===== config.mk =====
export PLATFORM = sky130hd
export DESIGN_NAME = rsch_point
export DESIGN_NICKNAME = d
export VERILOG_FILES = /design/src/hdl/rsch_pkg.sv /design/src/hdl/rsch_point.sv
export SDC_FILE = /design/constraint.sdc
export NUM_CORES = 2
export LEC_CHECK = 0
export ABC_AREA = 1
export BUFFER_PORTS_ARGS = -buffer_cell sky130_fd_sc_hd__buf_4
export CAP_MARGIN = 20
export CORE_ASPECT_RATIO = 0.6
export CORE_MARGIN = 3
export CORE_UTILIZATION = 50
export CTS_CLUSTER_DIAMETER = 40
export CTS_CLUSTER_SIZE = 30
export DETAILED_ROUTE_END_ITERATION = 6
export PLACE_DENSITY = 0.67
export SETUP_SLACK_MARGIN = 0.5
export SLEW_MARGIN = 20
export SYNTH_ARGS = -nofsm -noshare
export SYNTH_HDL_FRONTEND = slang
export SYNTH_SLANG_ARGS = --single-unit
export TNS_END_PERCENT = 1

===== constraint.sdc =====
create_clock -name clk -period 10.2 [get_ports clk]
set_input_delay 2.04 -clock clk [delete_from_list [all_inputs] [get_ports clk]]
set_output_delay 2.04 -clock clk [all_outputs]
set_load 0.05 [all_outputs]

===== src/hdl/rsch_pkg.sv =====
// Package for the ray/segment closest-hit block: field widths, input codes,
// state encodings and the lane record that flows down the divider chain.
// No dependencies.
package rsch_pkg;

	localparam int COORD_W = 16;
	localparam int DIR_W   = 17;
	localparam int PROD_W  = 34;
	localparam int SUM_W   = 35;
	localparam int MAG_W   = 34;
	localparam int TQ_W    = 17;
	localparam int OUT_W   = 24;
	localparam int MODE_W  = 2;
	localparam int SEG_W   = 64;
	localparam int IN_DATA_W  = 64;
	localparam int OUT_DATA_W = 72;
	localparam int OUT_MAX = 8388607;
	localparam int OUT_MIN = -8388608;

	localparam logic [MODE_W-1:0] MODE_CLEAR = 2'd0;
	localparam logic [MODE_W-1:0] MODE_LOAD  = 2'd1;
	localparam logic [MODE_W-1:0] MODE_CAST  = 2'd2;

	typedef enum logic [2:0] {
		ST_IDLE,
		ST_SCAN,
		ST_LAUNCH,
		ST_POINT,
		ST_FIN
	} state_t;

	typedef enum logic [2:0] {
		PT_IDLE,
		PT_MUL,
		PT_INIT,
		PT_DIV,
		PT_SAT
	} pt_state_t;

	// Segment word as stored; ax sits in the lowest bits.
	typedef struct packed {
		logic [COORD_W-1:0] by;
		logic [COORD_W-1:0] bx;
		logic [COORD_W-1:0] ay;
		logic [COORD_W-1:0] ax;
	} seg_t;

	// One segment's candidate hit as it moves through the divider cells.
	typedef struct packed {
		logic             valid;
		logic             last;
		logic             ok;
		logic [MAG_W-1:0] tn;
		logic [MAG_W-1:0] den;
		logic [MAG_W-1:0] rem;
		logic [TQ_W-1:0]  q;
	} lane_t;

endpackage


===== src/hdl/rsch_point.sv =====
// Hit point unit: origin*2^F plus or minus floor(|dir|*tn*2^F/den), found
// by a bit-serial restoring divider, then saturated to 24 bits.
// Depends on rsch_pkg.
module rsch_point #(
	parameter int FRAC_BITS = 8
) (
	input  logic                                clk,
	input  logic                                arst_n,
	input  logic                                start,
	input  logic signed [rsch_pkg::COORD_W-1:0] origin,
	input  logic signed [rsch_pkg::DIR_W-1:0]   dir,
	input  logic [rsch_pkg::MAG_W-1:0]          tn,
	input  logic [rsch_pkg::MAG_W-1:0]          den,
	output logic                                done,
	output logic signed [rsch_pkg::OUT_W-1:0]   coord
);

	localparam int QW    = rsch_pkg::TQ_W + FRAC_BITS;
	localparam int CW    = $clog2(QW);
	localparam int PW    = rsch_pkg::COORD_W + rsch_pkg::MAG_W;
	localparam int VW    = (QW + 2 > rsch_pkg::OUT_W + 1) ? QW + 2 : rsch_pkg::OUT_W + 1;
	localparam logic signed [VW-1:0] V_MAX = VW'(rsch_pkg::OUT_MAX);
	localparam logic signed [VW-1:0] V_MIN = VW'(rsch_pkg::OUT_MIN);

	rsch_pkg::pt_state_t st_q, st_n;

	logic                                neg_q;
	logic [rsch_pkg::COORD_W-1:0]        mag_q;
	logic signed [rsch_pkg::COORD_W-1:0] org_q;
	logic [rsch_pkg::MAG_W-1:0]          tn_q, den_q, rem_q;
	logic [PW-1:0]                       prod_q;
	logic [QW-1:0]                       bits_q, quo_q;
	logic [CW-1:0]                       cnt_q;
	logic                                done_q;
	logic signed [rsch_pkg::OUT_W-1:0]   coord_q;

	logic signed [rsch_pkg::DIR_W-1:0]   dir_abs;
	logic [rsch_pkg::MAG_W-1:0]          r2;
	logic                                ge;
	logic signed [VW-1:0]                base, off, v;
	logic signed [rsch_pkg::OUT_W-1:0]   sat;

	always_ff @(posedge clk or negedge arst_n) begin
		if (!arst_n) begin
			st_q   <= rsch_pkg::PT_IDLE;
			done_q <= 1'b0;
		end else begin
			st_q   <= st_n;
			done_q <= st_q == rsch_pkg::PT_SAT;
		end
	end

	always_comb begin
		st_n = st_q;
		unique case (st_q)
			rsch_pkg::PT_IDLE: if (start) st_n = rsch_pkg::PT_MUL;
			rsch_pkg::PT_MUL:  st_n = rsch_pkg::PT_INIT;
			rsch_pkg::PT_INIT: st_n = rsch_pkg::PT_DIV;
			rsch_pkg::PT_DIV:  if (cnt_q == CW'(QW - 1)) st_n = rsch_pkg::PT_SAT;
			rsch_pkg::PT_SAT:  st_n = rsch_pkg::PT_IDLE;
			default:           st_n = rsch_pkg::PT_IDLE;
		endcase
	end

	always_comb begin
		dir_abs = dir[rsch_pkg::DIR_W-1] ? -dir : dir;
		r2      = {rem_q[rsch_pkg::MAG_W-2:0], bits_q[QW-1]};
		ge      = r2 >= den_q;
		base    = VW'(org_q) <<< FRAC_BITS;
		off     = $signed(VW'(quo_q));
		v       = neg_q ? (base - off) : (base + off);
		if (v > V_MAX) begin
			sat = rsch_pkg::OUT_W'(rsch_pkg::OUT_MAX);
		end else if (v < V_MIN) begin
			sat = rsch_pkg::OUT_W'(rsch_pkg::OUT_MIN);
		end else begin
			sat = v[rsch_pkg::OUT_W-1:0];
		end
	end

	// The quotient is below 2^QW, so the top part of the product can seed
	// the remainder and only QW dividend bits remain to be shifted in.
	always_ff @(posedge clk) begin
		unique case (st_q)
			rsch_pkg::PT_IDLE: begin
				neg_q <= dir[rsch_pkg::DIR_W-1];
				mag_q <= dir_abs[rsch_pkg::COORD_W-1:0];
				org_q <= origin;
				tn_q  <= tn;
				den_q <= den;
			end
			rsch_pkg::PT_MUL: begin
				prod_q <= PW'(mag_q) * PW'(tn_q);
			end
			rsch_pkg::PT_INIT: begin
				rem_q  <= {1'b0, prod_q[PW-1:rsch_pkg::TQ_W]};
				bits_q <= QW'(prod_q[rsch_pkg::TQ_W-1:0]) << FRAC_BITS;
				cnt_q  <= '0;
			end
			rsch_pkg::PT_DIV: begin
				rem_q  <= ge ? (r2 - den_q) : r2;
				bits_q <= bits_q << 1;
				quo_q  <= {quo_q[QW-2:0], ge};
				cnt_q  <= cnt_q + CW'(1);
			end
			rsch_pkg::PT_SAT: begin
				coord_q <= sat;
			end
			default: begin
				coord_q <= coord_q;
			end
		endcase
	end

	assign done  = done_q;
	assign coord = coord_q;

endmodule


==> results_dict.tcl <==
set metrics [dict create \
    grt_setup_unrepaired "false" \
    grt.met2_usage_pct 35.8 \
    timing.hold.worst.class "reg -> reg" \
    path_clk_slew_ns 0.07 \
    tritoncts.num_buffers 36 \
    crit_path_top_delay_cell "sky130_fd_sc_hd__edfxtp_1" \
    pin_count_of_the_biggest_net_entering_global_routing 80 \
    critical_path_buf_inv_count 3 \
    dp.cells 4725 \
    post_cts_sizing_count 0 \
    synth_enable_flop_cells 255 \
    timing.final.crit_share_pct 69.0 \
    crit_fanout 16 \
    ys.flop_type "sky130_fd_sc_hd__edfxtp_1" \
    detailed_place_hpwl_mm 65.8 \
    dpl_worst_slack_ns 3.46 \
    synth.yosys.seq_area_share_pct 24.2 \
    worst-slew-pin-transition_ns 1.02 \
    global_route.usage.met1_pct 42.5 \
    critical-path-max-stage-delay_ns 0.90 \
    max_slew_margin_pct 32.3 \
    globalRouteMet3Util_pct 5.88 \
    postLayoutSetupSlackWorst_ns 3.16 \
    first_iter_violations 2417 \
    timing.fmax_mhz 142 \
    worstPathArrival_ns 7.35 \
    overall_global_routing_resource_usage_pct 26.3 \
    postCtsSetupRepairBufs 0 \
    detail_route.first_pass.iterations 5 \
    cts_tree "built" \
    area_delta_synth_final_pct 8.55 \
    wl_mm 85.1 \
    rows 71 \
    rr_startpoint "tn_q[11]" \
    finalNonFillerCells 4790 \
    pin_count 129 \
    global_route.overflow_total 0 \
    crit_family "adder cells" \
    route.detailed.wl_per_inst_um 17.8 \
    netlist_area_before_placement_um2 32100 \
    cp-start-kind "register" \
    setup_viol 0 \
    drv.max_cap_violation_count 0 \
    report.final.slew_viol_count 0 \
    wire_length_of_the_first_global_routing_pass_mm 140 \
    register_bit_count_reported_by_yosys 259 \
    crit_type "reg -> reg" \
    fin_worst_skew_ns 0.0502 \
    antenna_found_initial 0 \
    cts_root_buffer "sky130_fd_sc_hd__clkbuf_16" \
    clock_tree.buffer_depth 3 \
    ctsHoldBuffers 0 \
    postSynthAreaPerCell_um2 8.22 \
    numPortBuffers 128 \
    grt_pass1_vias 25300 \
    synth.distinct_cells 51 \
    setup_tns_ns 0 \
    syn_nets 4646 \
    place.gp.congestion 1.01 \
    antenna-diode-count 0 \
    status "finished, final reports clean" \
    cp_dominant_cell_by_count "sky130_fd_sc_hd__fa_1" \
    num_vias 24900 \
    clock_sinks 259 \
    crit_start "tn_q[11]" \
    synth-warning-count 0 \
    required_ns 10.51 \
    post_route_antenna_net_violation_count 0 \
    die-area_um2 67300 \
    routed_via_density 5.19 \
    timing.final.hold_violations 0 \
    fp.dieH_um 202 \
    h-tree-depth 2 \
    endpoint_kind "register" \
    coreArea_um2 63100 \
    hold_start "quo_q[1]" \
    netlist_instances 3899 \
    grt_most_used_layer "met1" \
    final_net_count 4671 \
    die_w_um 333 \
    effective_utilization_at_floorplan_pct 50.8 \
    drive_above_1_share_pct 6.68 \
    remaining_drc_errors 0 \
    ys_async_rst_share_pct 1.54 \
    final.min_clock_period_ns 7.04 \
    timing.critical_path.cells "nand2_1 > fa_1 > fa_1 > fa_1 > inv_1 > fa_1 > fa_1 > inv_1 > fa_1 > inv_1 > ha_1 > nand2_1 > nor2_1 > nand4_1 > o211ai_1 > a21oi_1 > o21ai_0 > xor2_1" \
    clock_insertion_delay_worst_skew_ns 0.59 \
]
cell families after synthesis:
logic type | after synthesis | share of synthesized area [%]
xor+xnor | 97 | 2.65
flops | 259 | 24.2
buf+inv | 1098 | 13.2
fa+ha+maj | 643 | 35.6
simple gates | 1510 | 19.2
compound gates | 292 | 5.15
metrics by stage:
| step | hold WS (ns) | utilization (%) | area, um2 |
|---|---|---|---|
| finish | 0.457 | 55.2 | 34800 |
| global route | 0.481 | 55.2 | 34800 |
| CTS | 0.458 | 55.2 | 34800 |
| detailed placement | 0.443 | 53.2 | 33600 |
| global placement | 0.434 | 53.2 | 33600 |
| floorplan | 0.426 | - | 32100 |
worst register-to-register path: stages (launching register included):
cell,delay [ns]
sky130_fd_sc_hd__edfxtp_1,0.90
sky130_fd_sc_hd__nand2_1,0.18
sky130_fd_sc_hd__fa_1,0.56
sky130_fd_sc_hd__fa_1,0.54
sky130_fd_sc_hd__fa_1,0.53
sky130_fd_sc_hd__inv_1,0.06
sky130_fd_sc_hd__fa_1,0.49
sky130_fd_sc_hd__fa_1,0.49
sky130_fd_sc_hd__inv_1,0.05
sky130_fd_sc_hd__fa_1,0.52
sky130_fd_sc_hd__inv_1,0.05
sky130_fd_sc_hd__ha_1,0.39
sky130_fd_sc_hd__nand2_1,0.14
sky130_fd_sc_hd__nor2_1,0.36
sky130_fd_sc_hd__nand4_1,0.14
sky130_fd_sc_hd__o211ai_1,0.52
sky130_fd_sc_hd__a21oi_1,0.31
sky130_fd_sc_hd__o21ai_0,0.45
sky130_fd_sc_hd__xor2_1,0.12
metal layers:
metal  routed length [um]  share of wire, %  up-vias
met5                    0                 0        -
met3                 8510                10      108
met1                41600                49    12000
met2                33500                39     1057
met4                 1440               1.7        0
li1                     -                 -    11700
synthesized netlist by cell type, types with 10 or more instances:
library cell	instances	area, um2
sky130_fd_sc_hd__nand2_2	12	75.1
sky130_fd_sc_hd__nand3b_1	35	263
sky130_fd_sc_hd__o21ai_0	86	430
sky130_fd_sc_hd__clkbuf_1	146	548
sky130_fd_sc_hd__nand3_1	104	521
sky130_fd_sc_hd__nand2_1	1114	4180
sky130_fd_sc_hd__nor2_1	173	649
sky130_fd_sc_hd__xnor2_1	32	280
sky130_fd_sc_hd__xor2_1	65	569
sky130_fd_sc_hd__inv_1	922	3460
sky130_fd_sc_hd__a21oi_1	131	656
sky130_fd_sc_hd__fa_1	448	8970
sky130_fd_sc_hd__o21bai_1	22	165
sky130_fd_sc_hd__ha_1	195	2440
sky130_fd_sc_hd__edfxtp_1	255	7660
sky130_fd_sc_hd__nand4_1	14	87.6
sky130_fd_sc_hd__o21a_1	10	75.1
sky130_fd_sc_hd__nor3_1	29	145
cell usage in the layout, fill, tap and decap left out, types with 8 or more instances in the layout:
cell type                   synthesis  routed
sky130_fd_sc_hd__a21o_1             9       9
sky130_fd_sc_hd__a21oi_1          131     131
sky130_fd_sc_hd__a31oi_1            8       8
sky130_fd_sc_hd__buf_4              1     153
sky130_fd_sc_hd__clkbuf_16          0      36
sky130_fd_sc_hd__edfxtp_1         255     255
sky130_fd_sc_hd__fa_1             448     448
sky130_fd_sc_hd__ha_1             195     195
sky130_fd_sc_hd__inv_1            922     922
sky130_fd_sc_hd__inv_2              9       9
sky130_fd_sc_hd__nand2_1         1114    1114
sky130_fd_sc_hd__nand2_2           12      12
sky130_fd_sc_hd__nand3_1          104     104
sky130_fd_sc_hd__nand3b_1          35      35
sky130_fd_sc_hd__nand4_1           14      14
sky130_fd_sc_hd__nor2_1           173     171
sky130_fd_sc_hd__nor3_1            29      27
sky130_fd_sc_hd__nor4_1             8       8
sky130_fd_sc_hd__o21a_1            10      10
sky130_fd_sc_hd__o21ai_0           86      86
sky130_fd_sc_hd__o21bai_1          22      22
sky130_fd_sc_hd__xnor2_1           32      32
sky130_fd_sc_hd__xor2_1            65      65
final timing paths:
check / end / slack, ns / cells after the start
max: prod_q[46] / 3.16 / 18
min: quo_q[2] / 0.46 / 0
max reg2reg: prod_q[46] / 3.16 / 18
min reg2reg: quo_q[2] / 0.46 / 0
max in group asynchronous: st_q[0] / 8.85 / 1
min in group asynchronous: st_q[1] / 1.24 / 1
registers in the layout, summed over array words and instances, names as in the netlist:
signal	flops
neg_q	1
prod_q	50
org_q	16
bits_q	17
st_q	3
tn_q	34
quo_q	25
rem_q	33
mag_q	16
cnt_q	5
done	1
coord	24
den_q	34
cell type report:
class,count,area (um2)
clock buffer,37,905
clock inverter,28,347
fill,5919,28300
inverter,932,3500
multi-input combinational,2542,20100
sequential,259,7760
tap,839,1050
timing repair buffer,153,1150
Power is not shown: default switching activity piles up to over one toggle a cycle in this logic, so the estimate is an artifact.
